**src/rtl/rgba_pkg.sv**
```systemverilog
// shared constants, widths and word types for the rgba over-blend pipeline
// no dependencies; used by the interfaces, rgba_div and the top level
package rgba_pkg;

  localparam int CB   = 8;                 // channel bits
  localparam int CMAX = (1 << CB) - 1;     // full intensity / opaque
  localparam int AW   = 2 * CB;            // alpha sum width, asum <= CMAX^2
  localparam int NW   = 3 * CB + 1;        // blend numerator width, < 2*CMAX^3

  // floor(asum / CMAX) by reciprocal multiply, exact for asum < 2^(2*CB)
  localparam int RSH = 3 * CB;
  localparam longint unsigned RECIP = ((64'd1 << RSH) + CMAX - 1) / CMAX;
  localparam int RW  = 2 * CB + 1;
  localparam int PW  = AW + RW;

  // divider: quotient bits resolved per stage
  localparam int DSTEPS  = 2;
  localparam int DSTAGES = (CB + DSTEPS - 1) / DSTEPS;

  typedef logic [CB-1:0] chan_t;

  typedef struct packed {
    chan_t red;
    chan_t green;
    chan_t blue;
    chan_t alpha;
    logic  wr;
  } pix_t;

  typedef struct packed {
    logic [2:0][NW-1:0] num;
    logic [AW-1:0]      asum;
    chan_t              alpha;
    logic               bypass;
    pix_t               pass_pix;
  } div_req_t;

endpackage

```
**src/rtl/rgba_if.sv**
```systemverilog
// valid/ready channel interfaces for source/destination pixel pairs and results
// depends on rgba_pkg for the channel type
interface rgba_in_if;
  import rgba_pkg::*;

  logic  valid;
  logic  ready;
  chan_t src_red;
  chan_t src_green;
  chan_t src_blue;
  chan_t src_opacity;
  chan_t dst_red;
  chan_t dst_green;
  chan_t dst_blue;
  chan_t dst_opacity;

  modport source (
    output valid, src_red, src_green, src_blue, src_opacity,
    output dst_red, dst_green, dst_blue, dst_opacity,
    input  ready
  );
  modport sink (
    input  valid, src_red, src_green, src_blue, src_opacity,
    input  dst_red, dst_green, dst_blue, dst_opacity,
    output ready
  );
endinterface

interface rgba_out_if;
  import rgba_pkg::*;

  logic  valid;
  logic  ready;
  chan_t out_red;
  chan_t out_green;
  chan_t out_blue;
  chan_t out_opacity;
  logic  write_back;

  modport source (
    output valid, out_red, out_green, out_blue, out_opacity, write_back,
    input  ready
  );
  modport sink (
    input  valid, out_red, out_green, out_blue, out_opacity, write_back,
    output ready
  );
endinterface

```
**src/rtl/rgba_div.sv**
```systemverilog
// pipelined restoring divider, three colour quotients against a shared alpha sum
// depends on rgba_pkg; last stage register is the result word register
module rgba_div (
  input  logic              clk,
  input  logic              rst_n,
  input  logic              req_valid,
  output logic              req_ready,
  input  rgba_pkg::div_req_t req,
  output logic              res_valid,
  input  logic              res_ready,
  output rgba_pkg::pix_t    res
);
  import rgba_pkg::*;

  logic [DSTAGES-1:0]     dv_r;
  logic [2:0][AW-1:0]     rem_r   [DSTAGES];
  logic [2:0][CB-1:0]     low_r   [DSTAGES];
  logic [2:0][CB-1:0]     q_r     [DSTAGES];
  logic [AW-1:0]          asum_r  [DSTAGES];
  chan_t                  alpha_r [DSTAGES];
  logic [DSTAGES-1:0]     byp_r;
  pix_t                   pass_r  [DSTAGES];

  logic [2:0][AW-1:0]     rem_nxt [DSTAGES];
  logic [2:0][CB-1:0]     low_nxt [DSTAGES];
  logic [2:0][CB-1:0]     q_nxt   [DSTAGES];
  logic [AW-1:0]          asum_in [DSTAGES];
  chan_t                  alpha_in[DSTAGES];
  logic [DSTAGES-1:0]     byp_in;
  logic [DSTAGES-1:0]     v_in;
  pix_t                   pass_in [DSTAGES];

  logic [DSTAGES:0]       en;

  // a stage moves when empty or when the one after it moves
  always_comb begin
    en[DSTAGES] = res_ready;
    for (int s = DSTAGES - 1; s >= 0; s--) begin
      en[s] = !dv_r[s] || en[s+1];
    end
  end

  assign req_ready = en[0];

  always_comb begin
    logic [AW:0] t;
    t = '0;
    for (int s = 0; s < DSTAGES; s++) begin
      if (s == 0) begin
        v_in[s]     = req_valid;
        asum_in[s]  = req.asum;
        alpha_in[s] = req.alpha;
        byp_in[s]   = req.bypass;
        pass_in[s]  = req.pass_pix;
        for (int c = 0; c < 3; c++) begin
          // numerator / 2^CB is below asum, so the top bit is zero
          rem_nxt[s][c] = req.num[c][CB +: AW];
          low_nxt[s][c] = req.num[c][CB-1:0];
          q_nxt[s][c]   = '0;
        end
      end else begin
        v_in[s]     = dv_r[s-1];
        asum_in[s]  = asum_r[s-1];
        alpha_in[s] = alpha_r[s-1];
        byp_in[s]   = byp_r[s-1];
        pass_in[s]  = pass_r[s-1];
        rem_nxt[s]  = rem_r[s-1];
        low_nxt[s]  = low_r[s-1];
        q_nxt[s]    = q_r[s-1];
      end
      for (int c = 0; c < 3; c++) begin
        for (int j = 0; j < DSTEPS; j++) begin
          if (s * DSTEPS + j < CB) begin
            t = {rem_nxt[s][c], low_nxt[s][c][CB-1]};
            low_nxt[s][c] = {low_nxt[s][c][CB-2:0], 1'b0};
            if (t >= {1'b0, asum_in[s]}) begin
              rem_nxt[s][c] = AW'(t - {1'b0, asum_in[s]});
              q_nxt[s][c]   = {q_nxt[s][c][CB-2:0], 1'b1};
            end else begin
              rem_nxt[s][c] = t[AW-1:0];
              q_nxt[s][c]   = {q_nxt[s][c][CB-2:0], 1'b0};
            end
          end
        end
      end
    end
  end

  always_ff @(posedge clk) begin
    for (int s = 0; s < DSTAGES; s++) begin
      if (!rst_n) begin
        dv_r[s] <= 1'b0;
      end else if (en[s]) begin
        dv_r[s] <= v_in[s];
      end
      if (en[s]) begin
        rem_r[s]   <= rem_nxt[s];
        low_r[s]   <= low_nxt[s];
        q_r[s]     <= q_nxt[s];
        asum_r[s]  <= asum_in[s];
        alpha_r[s] <= alpha_in[s];
        byp_r[s]   <= byp_in[s];
        pass_r[s]  <= pass_in[s];
      end
    end
  end

  assign res_valid = dv_r[DSTAGES-1];

  always_comb begin
    if (byp_r[DSTAGES-1]) begin
      res = pass_r[DSTAGES-1];
    end else begin
      res.red   = q_r[DSTAGES-1][0];
      res.green = q_r[DSTAGES-1][1];
      res.blue  = q_r[DSTAGES-1][2];
      res.alpha = alpha_r[DSTAGES-1];
      res.wr    = 1'b1;
    end
  end

`ifndef ASSERT_OFF
  // quotient must fit in a channel: numerator below asum * 2^CB
  a_quot_fits: assert property (@(posedge clk) disable iff (!rst_n)
    req_valid && req_ready && !req.bypass |->
      (req.num[0][NW-1:CB] < {1'b0, req.asum}) &&
      (req.num[1][NW-1:CB] < {1'b0, req.asum}) &&
      (req.num[2][NW-1:CB] < {1'b0, req.asum}))
    else $error("blend numerator too large for channel quotient");

  a_rem_bound: assert property (@(posedge clk) disable iff (!rst_n)
    dv_r[DSTAGES-1] && !byp_r[DSTAGES-1] |->
      (rem_r[DSTAGES-1][0] < asum_r[DSTAGES-1]) &&
      (rem_r[DSTAGES-1][1] < asum_r[DSTAGES-1]) &&
      (rem_r[DSTAGES-1][2] < asum_r[DSTAGES-1]))
    else $error("final remainder not below divisor");

  a_flow: assert property (@(posedge clk) disable iff (!rst_n)
    res_ready |-> req_ready)
    else $error("divider stalls while its output drains");
`endif

endmodule

```
**src/rtl/rgba_over_alpha_blend.sv**
```systemverilog
// 8 stages (4 blend + 4 divider); the last divider stage register holds the result word
// throughput: one pixel pair per clock when not stalled; two quotient bits per divider stage
// a full pipe passes a stall at the output back to the input in the same cycle; empty
// stages keep filling while a result word waits at the output
// reset (rst_n low, synchronous) clears the stage valid bits only; no result words after reset
// top level of the non-premultiplied over compositor; uses rgba_pkg, rgba_if and rgba_div
module rgba_over_alpha_blend (
  input  logic         clk,
  input  logic         rst_n,
  rgba_in_if.sink      in_ch,
  rgba_out_if.source   out_ch
);
  import rgba_pkg::*;

  // ---------------------------------------------------------------------------
  // stage 1: input register, special-case detection
  // ---------------------------------------------------------------------------
  logic              v1_r;
  chan_t             sa1_r, da1_r;
  logic [2:0][CB-1:0] sc1_r, dc1_r;
  logic              byp1_r;
  pix_t              pass1_r;
  logic              byp1_nxt;
  pix_t              pass1_nxt;

  // ---------------------------------------------------------------------------
  // stage 2: 8x8 products
  // ---------------------------------------------------------------------------
  logic              v2_r;
  logic [2:0][AW-1:0] ps2_r, pd2_r;
  chan_t             sa2_r, ma2_r;
  logic [AW-1:0]     dam2_r;
  logic              byp2_r;
  pix_t              pass2_r;
  logic [2:0][AW-1:0] ps2_nxt, pd2_nxt;
  chan_t             ma2_nxt;
  logic [AW-1:0]     dam2_nxt;

  // ---------------------------------------------------------------------------
  // stage 3: scaled numerator terms, alpha sum
  // ---------------------------------------------------------------------------
  logic              v3_r;
  logic [2:0][3*CB-1:0] ns3_r, nd3_r;
  logic [AW-1:0]     asum3_r;
  logic              byp3_r;
  pix_t              pass3_r;
  logic [2:0][3*CB-1:0] ns3_nxt, nd3_nxt;
  logic [AW-1:0]     asum3_nxt;

  // ---------------------------------------------------------------------------
  // stage 4: numerators, alpha reciprocal product
  // ---------------------------------------------------------------------------
  logic              v4_r;
  logic [2:0][NW-1:0] num4_r;
  logic [PW-1:0]     aprod4_r;
  logic [AW-1:0]     asum4_r;
  logic              byp4_r;
  pix_t              pass4_r;
  logic [2:0][NW-1:0] num4_nxt;
  logic [PW-1:0]     aprod4_nxt;

  // divider handshake
  logic              div_ready;
  div_req_t          div_req;
  logic              res_valid;
  pix_t              res;

  // per-stage advance, back-propagated from the divider
  logic en1, en2, en3, en4;

  assign en4 = !v4_r || div_ready;
  assign en3 = !v3_r || en4;
  assign en2 = !v2_r || en3;
  assign en1 = !v1_r || en2;

  assign in_ch.ready = en1;

  // transparent source passes destination without write, opaque source passes source
  always_comb begin
    byp1_nxt = (in_ch.src_opacity == '0) || (in_ch.src_opacity == chan_t'(CMAX));
    if (in_ch.src_opacity == '0) begin
      pass1_nxt = {in_ch.dst_red, in_ch.dst_green, in_ch.dst_blue, in_ch.dst_opacity, 1'b0};
    end else begin
      pass1_nxt = {in_ch.src_red, in_ch.src_green, in_ch.src_blue, in_ch.src_opacity, 1'b1};
    end
  end

  always_ff @(posedge clk) begin
    if (!rst_n) begin
      v1_r <= 1'b0;
    end else if (en1) begin
      v1_r <= in_ch.valid;
    end
    if (en1) begin
      sa1_r    <= in_ch.src_opacity;
      da1_r    <= in_ch.dst_opacity;
      sc1_r    <= {in_ch.src_blue, in_ch.src_green, in_ch.src_red};
      dc1_r    <= {in_ch.dst_blue, in_ch.dst_green, in_ch.dst_red};
      byp1_r   <= byp1_nxt;
      pass1_r  <= pass1_nxt;
    end
  end

  // sc*sa, dc*da, da*(max - sa)
  always_comb begin
    ma2_nxt = chan_t'(CMAX) - sa1_r;
    for (int c = 0; c < 3; c++) begin
      ps2_nxt[c] = {CB'(0), sc1_r[c]} * {CB'(0), sa1_r};
      pd2_nxt[c] = {CB'(0), dc1_r[c]} * {CB'(0), da1_r};
    end
    dam2_nxt = {CB'(0), da1_r} * {CB'(0), ma2_nxt};
  end

  always_ff @(posedge clk) begin
    if (!rst_n) begin
      v2_r <= 1'b0;
    end else if (en2) begin
      v2_r <= v1_r;
    end
    if (en2) begin
      ps2_r   <= ps2_nxt;
      pd2_r   <= pd2_nxt;
      sa2_r   <= sa1_r;
      ma2_r   <= ma2_nxt;
      dam2_r  <= dam2_nxt;
      byp2_r  <= byp1_r;
      pass2_r <= pass1_r;
    end
  end

  // times max is a shift and subtract; destination term takes one 16x8 multiply
  always_comb begin
    for (int c = 0; c < 3; c++) begin
      ns3_nxt[c] = {ps2_r[c], CB'(0)} - {CB'(0), ps2_r[c]};
      nd3_nxt[c] = {CB'(0), pd2_r[c]} * {AW'(0), ma2_r};
    end
    asum3_nxt = {sa2_r, CB'(0)} - {CB'(0), sa2_r} + dam2_r;
  end

  always_ff @(posedge clk) begin
    if (!rst_n) begin
      v3_r <= 1'b0;
    end else if (en3) begin
      v3_r <= v2_r;
    end
    if (en3) begin
      ns3_r   <= ns3_nxt;
      nd3_r   <= nd3_nxt;
      asum3_r <= asum3_nxt;
      byp3_r  <= byp2_r;
      pass3_r <= pass2_r;
    end
  end

  always_comb begin
    for (int c = 0; c < 3; c++) begin
      num4_nxt[c] = {1'b0, ns3_r[c]} + {1'b0, nd3_r[c]};
    end
    aprod4_nxt = PW'(asum3_r) * PW'(RECIP);
  end

  always_ff @(posedge clk) begin
    if (!rst_n) begin
      v4_r <= 1'b0;
    end else if (en4) begin
      v4_r <= v3_r;
    end
    if (en4) begin
      num4_r   <= num4_nxt;
      aprod4_r <= aprod4_nxt;
      asum4_r  <= asum3_r;
      byp4_r   <= byp3_r;
      pass4_r  <= pass3_r;
    end
  end

  // blended alpha = floor(asum / max) comes straight off the reciprocal product
  always_comb begin
    div_req.num      = num4_r;
    div_req.asum     = asum4_r;
    div_req.alpha    = aprod4_r[RSH +: CB];
    div_req.bypass   = byp4_r;
    div_req.pass_pix = pass4_r;
  end

  rgba_div u_div (
    .clk       (clk),
    .rst_n     (rst_n),
    .req_valid (v4_r),
    .req_ready (div_ready),
    .req       (div_req),
    .res_valid (res_valid),
    .res_ready (out_ch.ready),
    .res       (res)
  );

  assign out_ch.valid       = res_valid;
  assign out_ch.out_red     = res.red;
  assign out_ch.out_green   = res.green;
  assign out_ch.out_blue    = res.blue;
  assign out_ch.out_opacity = res.alpha;
  assign out_ch.write_back  = res.wr;

`ifndef ASSERT_OFF
  // input side only backs up once the first stage holds a word
  a_ready_full: assert property (@(posedge clk) disable iff (!rst_n)
    !in_ch.ready |-> v1_r)
    else $error("input stalled with empty first stage");

  a_hold_num: assert property (@(posedge clk) disable iff (!rst_n)
    v4_r && !en4 |=> $stable(num4_r) && $stable(asum4_r) && v4_r)
    else $error("stalled stage 4 word changed");

  a_transparent: assert property (@(posedge clk) disable iff (!rst_n)
    v1_r && (sa1_r == '0) |-> byp1_r && !pass1_r.wr && (pass1_r.alpha == da1_r))
    else $error("transparent source not passed as destination");
`endif

endmodule

```
**src/flat_wrapper.sv**
```systemverilog
// flat-port wrapper written by rule: the top's interface ports become plain ports
module rgba_over_alpha_blend_flat import rgba_pkg::*;
  (clk, rst_n, in_ch_valid, in_ch_src_red, in_ch_src_green, in_ch_src_blue, in_ch_src_opacity, in_ch_dst_red, in_ch_dst_green, in_ch_dst_blue, in_ch_dst_opacity, in_ch_ready, out_ch_valid, out_ch_out_red, out_ch_out_green, out_ch_out_blue, out_ch_out_opacity, out_ch_write_back, out_ch_ready);
  rgba_in_if in_ch_i ();
  rgba_out_if out_ch_i ();
  input  logic clk;
  input  logic rst_n;
  input wire logic [$bits(in_ch_i.valid)-1:0] in_ch_valid;
  input wire logic [$bits(in_ch_i.src_red)-1:0] in_ch_src_red;
  input wire logic [$bits(in_ch_i.src_green)-1:0] in_ch_src_green;
  input wire logic [$bits(in_ch_i.src_blue)-1:0] in_ch_src_blue;
  input wire logic [$bits(in_ch_i.src_opacity)-1:0] in_ch_src_opacity;
  input wire logic [$bits(in_ch_i.dst_red)-1:0] in_ch_dst_red;
  input wire logic [$bits(in_ch_i.dst_green)-1:0] in_ch_dst_green;
  input wire logic [$bits(in_ch_i.dst_blue)-1:0] in_ch_dst_blue;
  input wire logic [$bits(in_ch_i.dst_opacity)-1:0] in_ch_dst_opacity;
  output wire logic [$bits(in_ch_i.ready)-1:0] in_ch_ready;
  output wire logic [$bits(out_ch_i.valid)-1:0] out_ch_valid;
  output wire logic [$bits(out_ch_i.out_red)-1:0] out_ch_out_red;
  output wire logic [$bits(out_ch_i.out_green)-1:0] out_ch_out_green;
  output wire logic [$bits(out_ch_i.out_blue)-1:0] out_ch_out_blue;
  output wire logic [$bits(out_ch_i.out_opacity)-1:0] out_ch_out_opacity;
  output wire logic [$bits(out_ch_i.write_back)-1:0] out_ch_write_back;
  input wire logic [$bits(out_ch_i.ready)-1:0] out_ch_ready;
  assign in_ch_i.valid = in_ch_valid;
  assign in_ch_i.src_red = in_ch_src_red;
  assign in_ch_i.src_green = in_ch_src_green;
  assign in_ch_i.src_blue = in_ch_src_blue;
  assign in_ch_i.src_opacity = in_ch_src_opacity;
  assign in_ch_i.dst_red = in_ch_dst_red;
  assign in_ch_i.dst_green = in_ch_dst_green;
  assign in_ch_i.dst_blue = in_ch_dst_blue;
  assign in_ch_i.dst_opacity = in_ch_dst_opacity;
  assign in_ch_ready = in_ch_i.ready;
  assign out_ch_valid = out_ch_i.valid;
  assign out_ch_out_red = out_ch_i.out_red;
  assign out_ch_out_green = out_ch_i.out_green;
  assign out_ch_out_blue = out_ch_i.out_blue;
  assign out_ch_out_opacity = out_ch_i.out_opacity;
  assign out_ch_write_back = out_ch_i.write_back;
  assign out_ch_i.ready = out_ch_ready;
  rgba_over_alpha_blend u_core (.clk(clk), .rst_n(rst_n), .in_ch(in_ch_i), .out_ch(out_ch_i));
endmodule
```
**config.mk**
```make
export PLATFORM = sky130hd
export DESIGN_NAME = rgba_over_alpha_blend_flat
export DESIGN_NICKNAME = d
export VERILOG_FILES = /design/src/rtl/rgba_pkg.sv /design/src/rtl/rgba_if.sv /design/src/rtl/rgba_div.sv /design/src/rtl/rgba_over_alpha_blend.sv /design/src/flat_wrapper.sv
export SDC_FILE = /design/constraint.sdc
export NUM_CORES = 2
export LEC_CHECK = 0
export CORE_MARGIN = 10
export CORE_UTILIZATION = 30
export DETAILED_ROUTE_END_ITERATION = 8
export DONT_BUFFER_PORTS = 1
export PLACE_DENSITY = 0.43
export SLEW_MARGIN = 20
export SYNTH_ARGS = -nofsm -noshare
export SYNTH_HDL_FRONTEND = slang
export SYNTH_SLANG_ARGS = --single-unit
export TNS_END_PERCENT = 20
```
**constraint.sdc**
```tcl
create_clock -name clk -period 6.6 [get_ports clk]
set_input_delay 0.33 -clock clk [delete_from_list [all_inputs] [get_ports clk]]
set_output_delay 0.33 -clock clk [all_outputs]
set_load 0.05 [all_outputs]
```
# == After elaboration in Yosys (flattened, before gate mapping) ==
# Memories as Yosys holds them, arrays and structs flattened.
# Index checks and enable logic that the tools add are counted.
# word_totals
ramBits,588
memories,6
regBits,619
# classes
n_mul,11
mux,58
addsub,33
eq_ne,1
order_cmp,24
reduce_logical,18
# mem_list
memory,words,width,read_ports,rd_clocked_by_memory_dff,write_ports,line_no,text
u_core.u_div.rem_r,4,48,3,0,4,rgba_div.sv:16,logic [2:0][AW-1:0] rem_r [DSTAGES];
u_core.u_div.pass_r,4,33,4,0,4,rgba_div.sv:22,pix_t pass_r [DSTAGES];
u_core.u_div.q_r,4,24,4,0,4,rgba_div.sv:18,logic [2:0][CB-1:0] q_r [DSTAGES];
u_core.u_div.low_r,4,18,3,0,4,rgba_div.sv:17,logic [2:0][CB-1:0] low_r [DSTAGES];
u_core.u_div.asum_r,4,16,3,0,4,rgba_div.sv:19,logic [AW-1:0] asum_r [DSTAGES];
u_core.u_div.alpha_r,4,8,4,0,4,rgba_div.sv:20,chan_t alpha_r [DSTAGES];
# op_table
operator,n
$ge A17 B16 Y1,24
$mux W16,24
$sub A16 B16 Y16,24
$mul A8 B8 Y16,7
$add A24 B24 Y24,3
$mul A16 B8 Y24,3
$sub A24 B16 Y24,3
$mux W33,2
$mux W1,32
$mul A16 B16 Y31 const B,1
$add A16 B16 Y16,1
$sub A16 B8 Y16,1
$logic_or A1 B1 Y1,9
$eq A8 B8 Y1 const B,1
$logic_not A1 Y1,8
$logic_not A8 Y1,1
$sub A8 B8 Y8 const A,1

# == Depth between registers and ports, before layout ==
# logic_depth
depth_word,9
depth_mapped,25

# == By module ==
# Synthesis repeated with hierarchy kept, for this count alone.
# hier_totals
hier_cells,8042
hier_area_um2,86406.6
# modules_own_cells
module,seq_area_each_um2,area_each_um2,cells_each,n_inst
rgba_over_alpha_blend,17707.0,51846.0,4783,1
rgba_div,13773.2,34560.6,3259,1

# == Least setup slack after synthesis ==
# Ideal clock, no wire load.
# synth_path
path_type,register to register
from,mem u_core.u_div.asum_r[1][1] (netlist name)
to,mem u_core.u_div.rem_r[2][39] (netlist name) (data pin)
setup_ns,0.262
stages_incl_launch_ff,25
path_buffers,4
arrival_ns,5.599
t_required_ns,6.338
period_less_slack_ns,5.861
setup_slack_ns,0.739
path_cell_list,edfxtp_1 > inv_1 > ha_1 > nor2b_1 > o31a_1 > o41a_1 > a211o_1 > o21ai_0 > and2_1 > buf_4 > inv_1 > buf_2 > buf_2 > a21oi_1 > ha_1 > nor2b_1 > o31a_1 > nor3_1 > o31ai_1 > a211o_1 > a21oi_1 > o21ai_1 > a21oi_4 > buf_6 > mux2_1
# synth_rtl
element,line_no
from (decl),rgba_div.sv:19
to (decl),rgba_div.sv:16

==> impl_metrics.prom <==
# TYPE chip_impl_metric gauge
chip_impl_info{name="status",value="finished clean"} 1
chip_impl_metric{name="drcViolationCount",unit=""} 0
chip_impl_metric{name="design.final.nets",unit=""} 9715
chip_impl_metric{name="sequential_share_of_the_synthesized_area",unit="%"} 36.8
chip_impl_metric{name="fp.dieArea",unit="um^2"} 306000
chip_impl_info{name="hold_path.class",value="input port to register"} 1
chip_impl_metric{name="drv.max_cap_violation_count",unit=""} 0
chip_impl_metric{name="htree_num_levels",unit=""} 3
chip_impl_info{name="crit_path_cell_trace",value="inv_1 -> buf_4 -> ha_1 -> o21a_1 -> o31ai_1 -> a21oi_1 -> o22ai_2 -> o211ai_1 -> a21oi_1 -> inv_2 -> nor2_1 -> a21oi_1 -> ha_1 -> nor2b_1 -> o31a_1 -> nor3_1 -> o21ai_0 -> a21oi_1 -> a21boi_0 -> nor3_1 -> a21oi_2 -> buf_4 -> mux2_2"} 1
chip_impl_info{name="cpLargestDelayFamily",value="compound AO/OA/AOI/OAI gates"} 1
chip_impl_metric{name="crit_arrival",unit="ns"} 6.48
chip_impl_metric{name="dr_total_vias",unit=""} 58600
chip_impl_metric{name="fillers",unit=""} 28600
chip_impl_metric{name="dieHeight",unit="um"} 553
chip_impl_metric{name="reg2reg_slack",unit="ns"} 0.60
chip_impl_info{name="r2r_start",value="u_core.u_div.asum_r[0][2]"} 1
chip_impl_metric{name="yosys.cell_types.count",unit=""} 94
chip_impl_metric{name="syn-num-nets",unit=""} 9566
chip_impl_metric{name="tritoncts.num_buffers",unit=""} 121
chip_impl_metric{name="report.final.slew_viol_count",unit=""} 0
chip_impl_metric{name="detailed_place_hpwl",unit="um"} 197000
chip_impl_metric{name="crit_cells",unit=""} 23
chip_impl_metric{name="port_buffers",unit=""} 0
chip_impl_metric{name="grt_first_pass_wirelength",unit="um"} 374000
chip_impl_info{name="synthTopCellsByArea",value="sky130_fd_sc_hd__edfxtp_1 37%, sky130_fd_sc_hd__ha_1 14%, sky130_fd_sc_hd__fa_1 12%"} 1
chip_impl_metric{name="postRouteWirelength",unit="um"} 249000
chip_impl_metric{name="global_route.usage.total",unit="%"} 15.8
chip_impl_info{name="layout.cells.most_common_list",value="1,040 x sky130_fd_sc_hd__edfxtp_1, 957 x sky130_fd_sc_hd__ha_1, 940 x sky130_fd_sc_hd__inv_1"} 1
chip_impl_info{name="critical_path.startpoint_type",value="register"} 1
chip_impl_metric{name="final.setup.tns",unit="ns"} 0
chip_impl_metric{name="critPathMaxStageDelay",unit="ns"} 0.57
chip_impl_metric{name="drt.antenna.violating_nets",unit=""} 0
chip_impl_metric{name="critical_path_peak_fanout",unit=""} 26
chip_impl_metric{name="crit_buf_inv",unit=""} 4
chip_impl_info{name="crit_slowest_cell",value="sky130_fd_sc_hd__o21ai_0"} 1
chip_impl_metric{name="global_route.overflow_total",unit=""} 0
chip_impl_metric{name="initialDrtViolationCount",unit=""} 3597
chip_impl_metric{name="max_freq",unit="MHz"} 167
chip_impl_metric{name="timing.final.setup_violations",unit=""} 0
chip_impl_metric{name="placeableCoreArea",unit="um^2"} 283000
chip_impl_info{name="setup.worst_path.end_class",value="register"} 1
chip_impl_metric{name="area_growth",unit="%"} 11.5
chip_impl_info{name="cpMostUsedCell",value="sky130_fd_sc_hd__a21oi_1"} 1
chip_impl_metric{name="clock-sinks",unit=""} 1048
chip_impl_metric{name="synth.avg_cell_area",unit="um^2"} 10.6
chip_impl_metric{name="vias_per_cell",unit=""} 4.88
chip_impl_metric{name="cts.repair_timing.setup_buffer_count",unit=""} 0
chip_impl_metric{name="worstMarginPinSlew",unit="ns"} 1.10
chip_impl_info{name="cts-root-buf",value="sky130_fd_sc_hd__clkbuf_16"} 1
chip_impl_metric{name="gp_routability_congestion",unit=""} 0.869
chip_impl_metric{name="grt_antenna_before_repair",unit=""} 9
chip_impl_metric{name="postSynthCellCount",unit=""} 8012
chip_impl_metric{name="total_of_warnings_raised_by_yosys",unit=""} 0
chip_impl_metric{name="horizontal_die_dimension",unit="um"} 553
chip_impl_metric{name="clock_latency",unit="ns"} 0.82
chip_impl_metric{name="fp-row-count",unit=""} 195
chip_impl_metric{name="layout_min_cycle_time",unit="ns"} 6.00
chip_impl_metric{name="cts_max_path_buffers",unit=""} 3
chip_impl_metric{name="io_pins",unit=""} 103
chip_impl_metric{name="reg2regPathDepth",unit=""} 23
chip_impl_metric{name="max-slew-margin-rel",unit="%"} 27.0
chip_impl_metric{name="timing_hold_violations_final",unit=""} 0
chip_impl_info{name="crit_end",value="u_core.u_div.rem_r[1][3]"} 1
chip_impl_metric{name="async_reset_ff_share",unit="%"} 0
chip_impl_info{name="critical_path.reg2reg.endpoint",value="u_core.u_div.rem_r[1][3]"} 1
chip_impl_info{name="unrepaired_setup_endpoints_after_global_routing",value="no"} 1
chip_impl_info{name="postSynth.topFlopCell",value="sky130_fd_sc_hd__edfxtp_1"} 1
chip_impl_metric{name="synth_largest_type_area_fraction",unit="%"} 36.6
chip_impl_metric{name="grt_start_max_net_pins",unit=""} 122
chip_impl_metric{name="grt_pass1_vias",unit=""} 59400
chip_impl_metric{name="fraction_of_final_layout_cells_sized_beyond_drive_strength_1",unit="%"} 6.84
chip_impl_metric{name="synth-seq-cells",unit=""} 1048
chip_impl_metric{name="initial_core_util",unit="%"} 30.2
chip_impl_info{name="layout.cells.most_common",value="sky130_fd_sc_hd__edfxtp_1"} 1
chip_impl_metric{name="finalClockSkew",unit="ns"} 0.105
chip_impl_metric{name="clkSlewWorstSetupHoldPaths",unit="ns"} 0.06
chip_impl_metric{name="worst-endpoint-required",unit="ns"} 7.08
chip_impl_info{name="yosysTopAreaCell",value="sky130_fd_sc_hd__edfxtp_1"} 1
chip_impl_metric{name="firstDrtPassIters",unit=""} 6
chip_impl_info{name="worst_setup_path_startpoint",value="u_core.u_div.asum_r[0][2]"} 1
chip_impl_metric{name="final_cells",unit=""} 12000
chip_impl_info{name="cts_tree",value="yes"} 1
chip_impl_metric{name="placed_cells",unit=""} 11700
chip_impl_info{name="setup.worst_path.class",value="register to register"} 1
chip_impl_metric{name="syn-cell-area",unit="um^2"} 85300
chip_impl_metric{name="portion_of_the_clock_cycle_consumed_by_the_worst_path_in_the_final_layout",unit="%"} 90.9
chip_impl_metric{name="number_of_enable_type_register_cells_in_the_synthesized_netlist",unit=""} 1040
chip_impl_metric{name="avgRoutedWirePerCell",unit="um"} 20.7
-- routing by layer --
metal / GRT usage (%) / routed length, um
met1: 21.6 / 116000
met2: 26.2 / 116000
met3: 1.75 / 8390
met4: 4.77 / 7760
met5: 0 / 0
-- cell usage after synthesis, drive strengths merged (13+ instances only) --
library cell and number:
or3 54, o221ai 19, nor2 430, a31oi 35
o21ai 285, xnor2 382, nand2b 63, fa 529
o41ai 30, and3 38, o21bai 53, a21oi 377
ha 957, a211oi 41, clkbuf 129, a31o 14
nor2b 116, nand2 722, o31ai 22, inv 949
a211o 29, nor3 142, o21a 104, buf 30
a21boi 30, a21o 140, edfxtp 1040, nand4 62
mux2i 21, o31a 13, or2 26, o211ai 34
nor4 27, nand3 99, o2111ai 23, mux2 189
xor2 134, and2 458, o211a 14
-- cells by family (layout without fill, tap and decap cells) --
family	count (synthesis)	in the layout	share of synthesized area [%]
AO/OA/AOI/OAI	1367	1367	10.6
XOR/XNOR	516	516	5.30
adder cells (fa/ha/maj)	1486	1486	26.5
buffers and inverters	1110	1359	4.96
flip-flops	1048	1048	36.8
multiplexers	210	210	2.76
other	0	10	0
AND/OR/NAND/NOR	2275	2275	13.1
-- sequential cells by signal (all words and copies together), names as in the netlist, 16 cells and up --
name / count
u_core.pd2_r: 48
u_core.pass2_r: 33
u_core.sc1_r: 24
u_core.nd3_r: 72
u_core.u_div.pass_r: 132
u_core.u_div.alpha_r: 32
u_core.ns3_r: 72
u_core.div_req: 105
u_core.dam2_r: 16
u_core.asum3_r: 16
u_core.u_div.rem_r: 144
u_core.pass3_r: 33
u_core.u_div.low_r: 36
u_core.asum4_r: 16
u_core.dc1_r: 24
u_core.pass1_r: 33
u_core.ps2_r: 48
u_core.u_div.asum_r: 48
u_core.u_div.q_r: 60
-- how the worst min path moves through the flow --
stage                                    startpoint                   endpoint  slack, ns  cells after the start
final                            in_ch_dst_green[1]         u_core.pass1_r[18]       0.15                      2
after global routing             in_ch_dst_green[1]         u_core.pass1_r[18]       0.11                      2
after CTS                        in_ch_dst_green[1]         u_core.pass1_r[18]       0.07                      2
after detailed placement         u_core.pass3_r[15]         u_core.div_req[15]       0.40                      0
after global placement    u_core.u_div.pass_r[2][0]  u_core.u_div.pass_r[3][0]       0.40                      0
after floorplan                       u_core.byp1_r              u_core.byp2_r       0.40                      0
-- metrics by stage --
step / worst slack (ns) / utilization, % / cell area (um^2) / hold slack, ns
floorplan: 0.739 / - / 85300 / 0.400
global placement: 0.705 / 32.0 / 90300 / 0.401
detailed placement: 0.501 / 32.0 / 90300 / 0.405
CTS: 0.422 / 33.7 / 95100 / 0.0695
global route: 0.0419 / 33.7 / 95100 / 0.108
finish: 0.599 / 33.7 / 95100 / 0.146
-- timing repair --
item                       CTS  global route
setup endpoints to repair    0            15
gates resized for setup      0             1
hold buffers                67             0
hold endpoints to repair   105             0
-- final cells by class --
type | count | area, um^2 | area share [%]
Timing Repair Buffer | 185 | 1660 | 1.74
Inverter | 951 | 3590 | 3.78
Multi-Input combinational cell | 5854 | 49700 | 52.2
Clock inverter | 83 | 981 | 1.03
Antenna cell | 10 | 25.0 | 0.0263
Clock buffer | 140 | 3100 | 3.26
Tap cell | 3743 | 4680 | 4.92
Sequential cell | 1048 | 31400 | 33.0
Power is left out: the tool's default activity adds up to more than one toggle a clock period on the data nets, which glitch-free logic cannot reach.
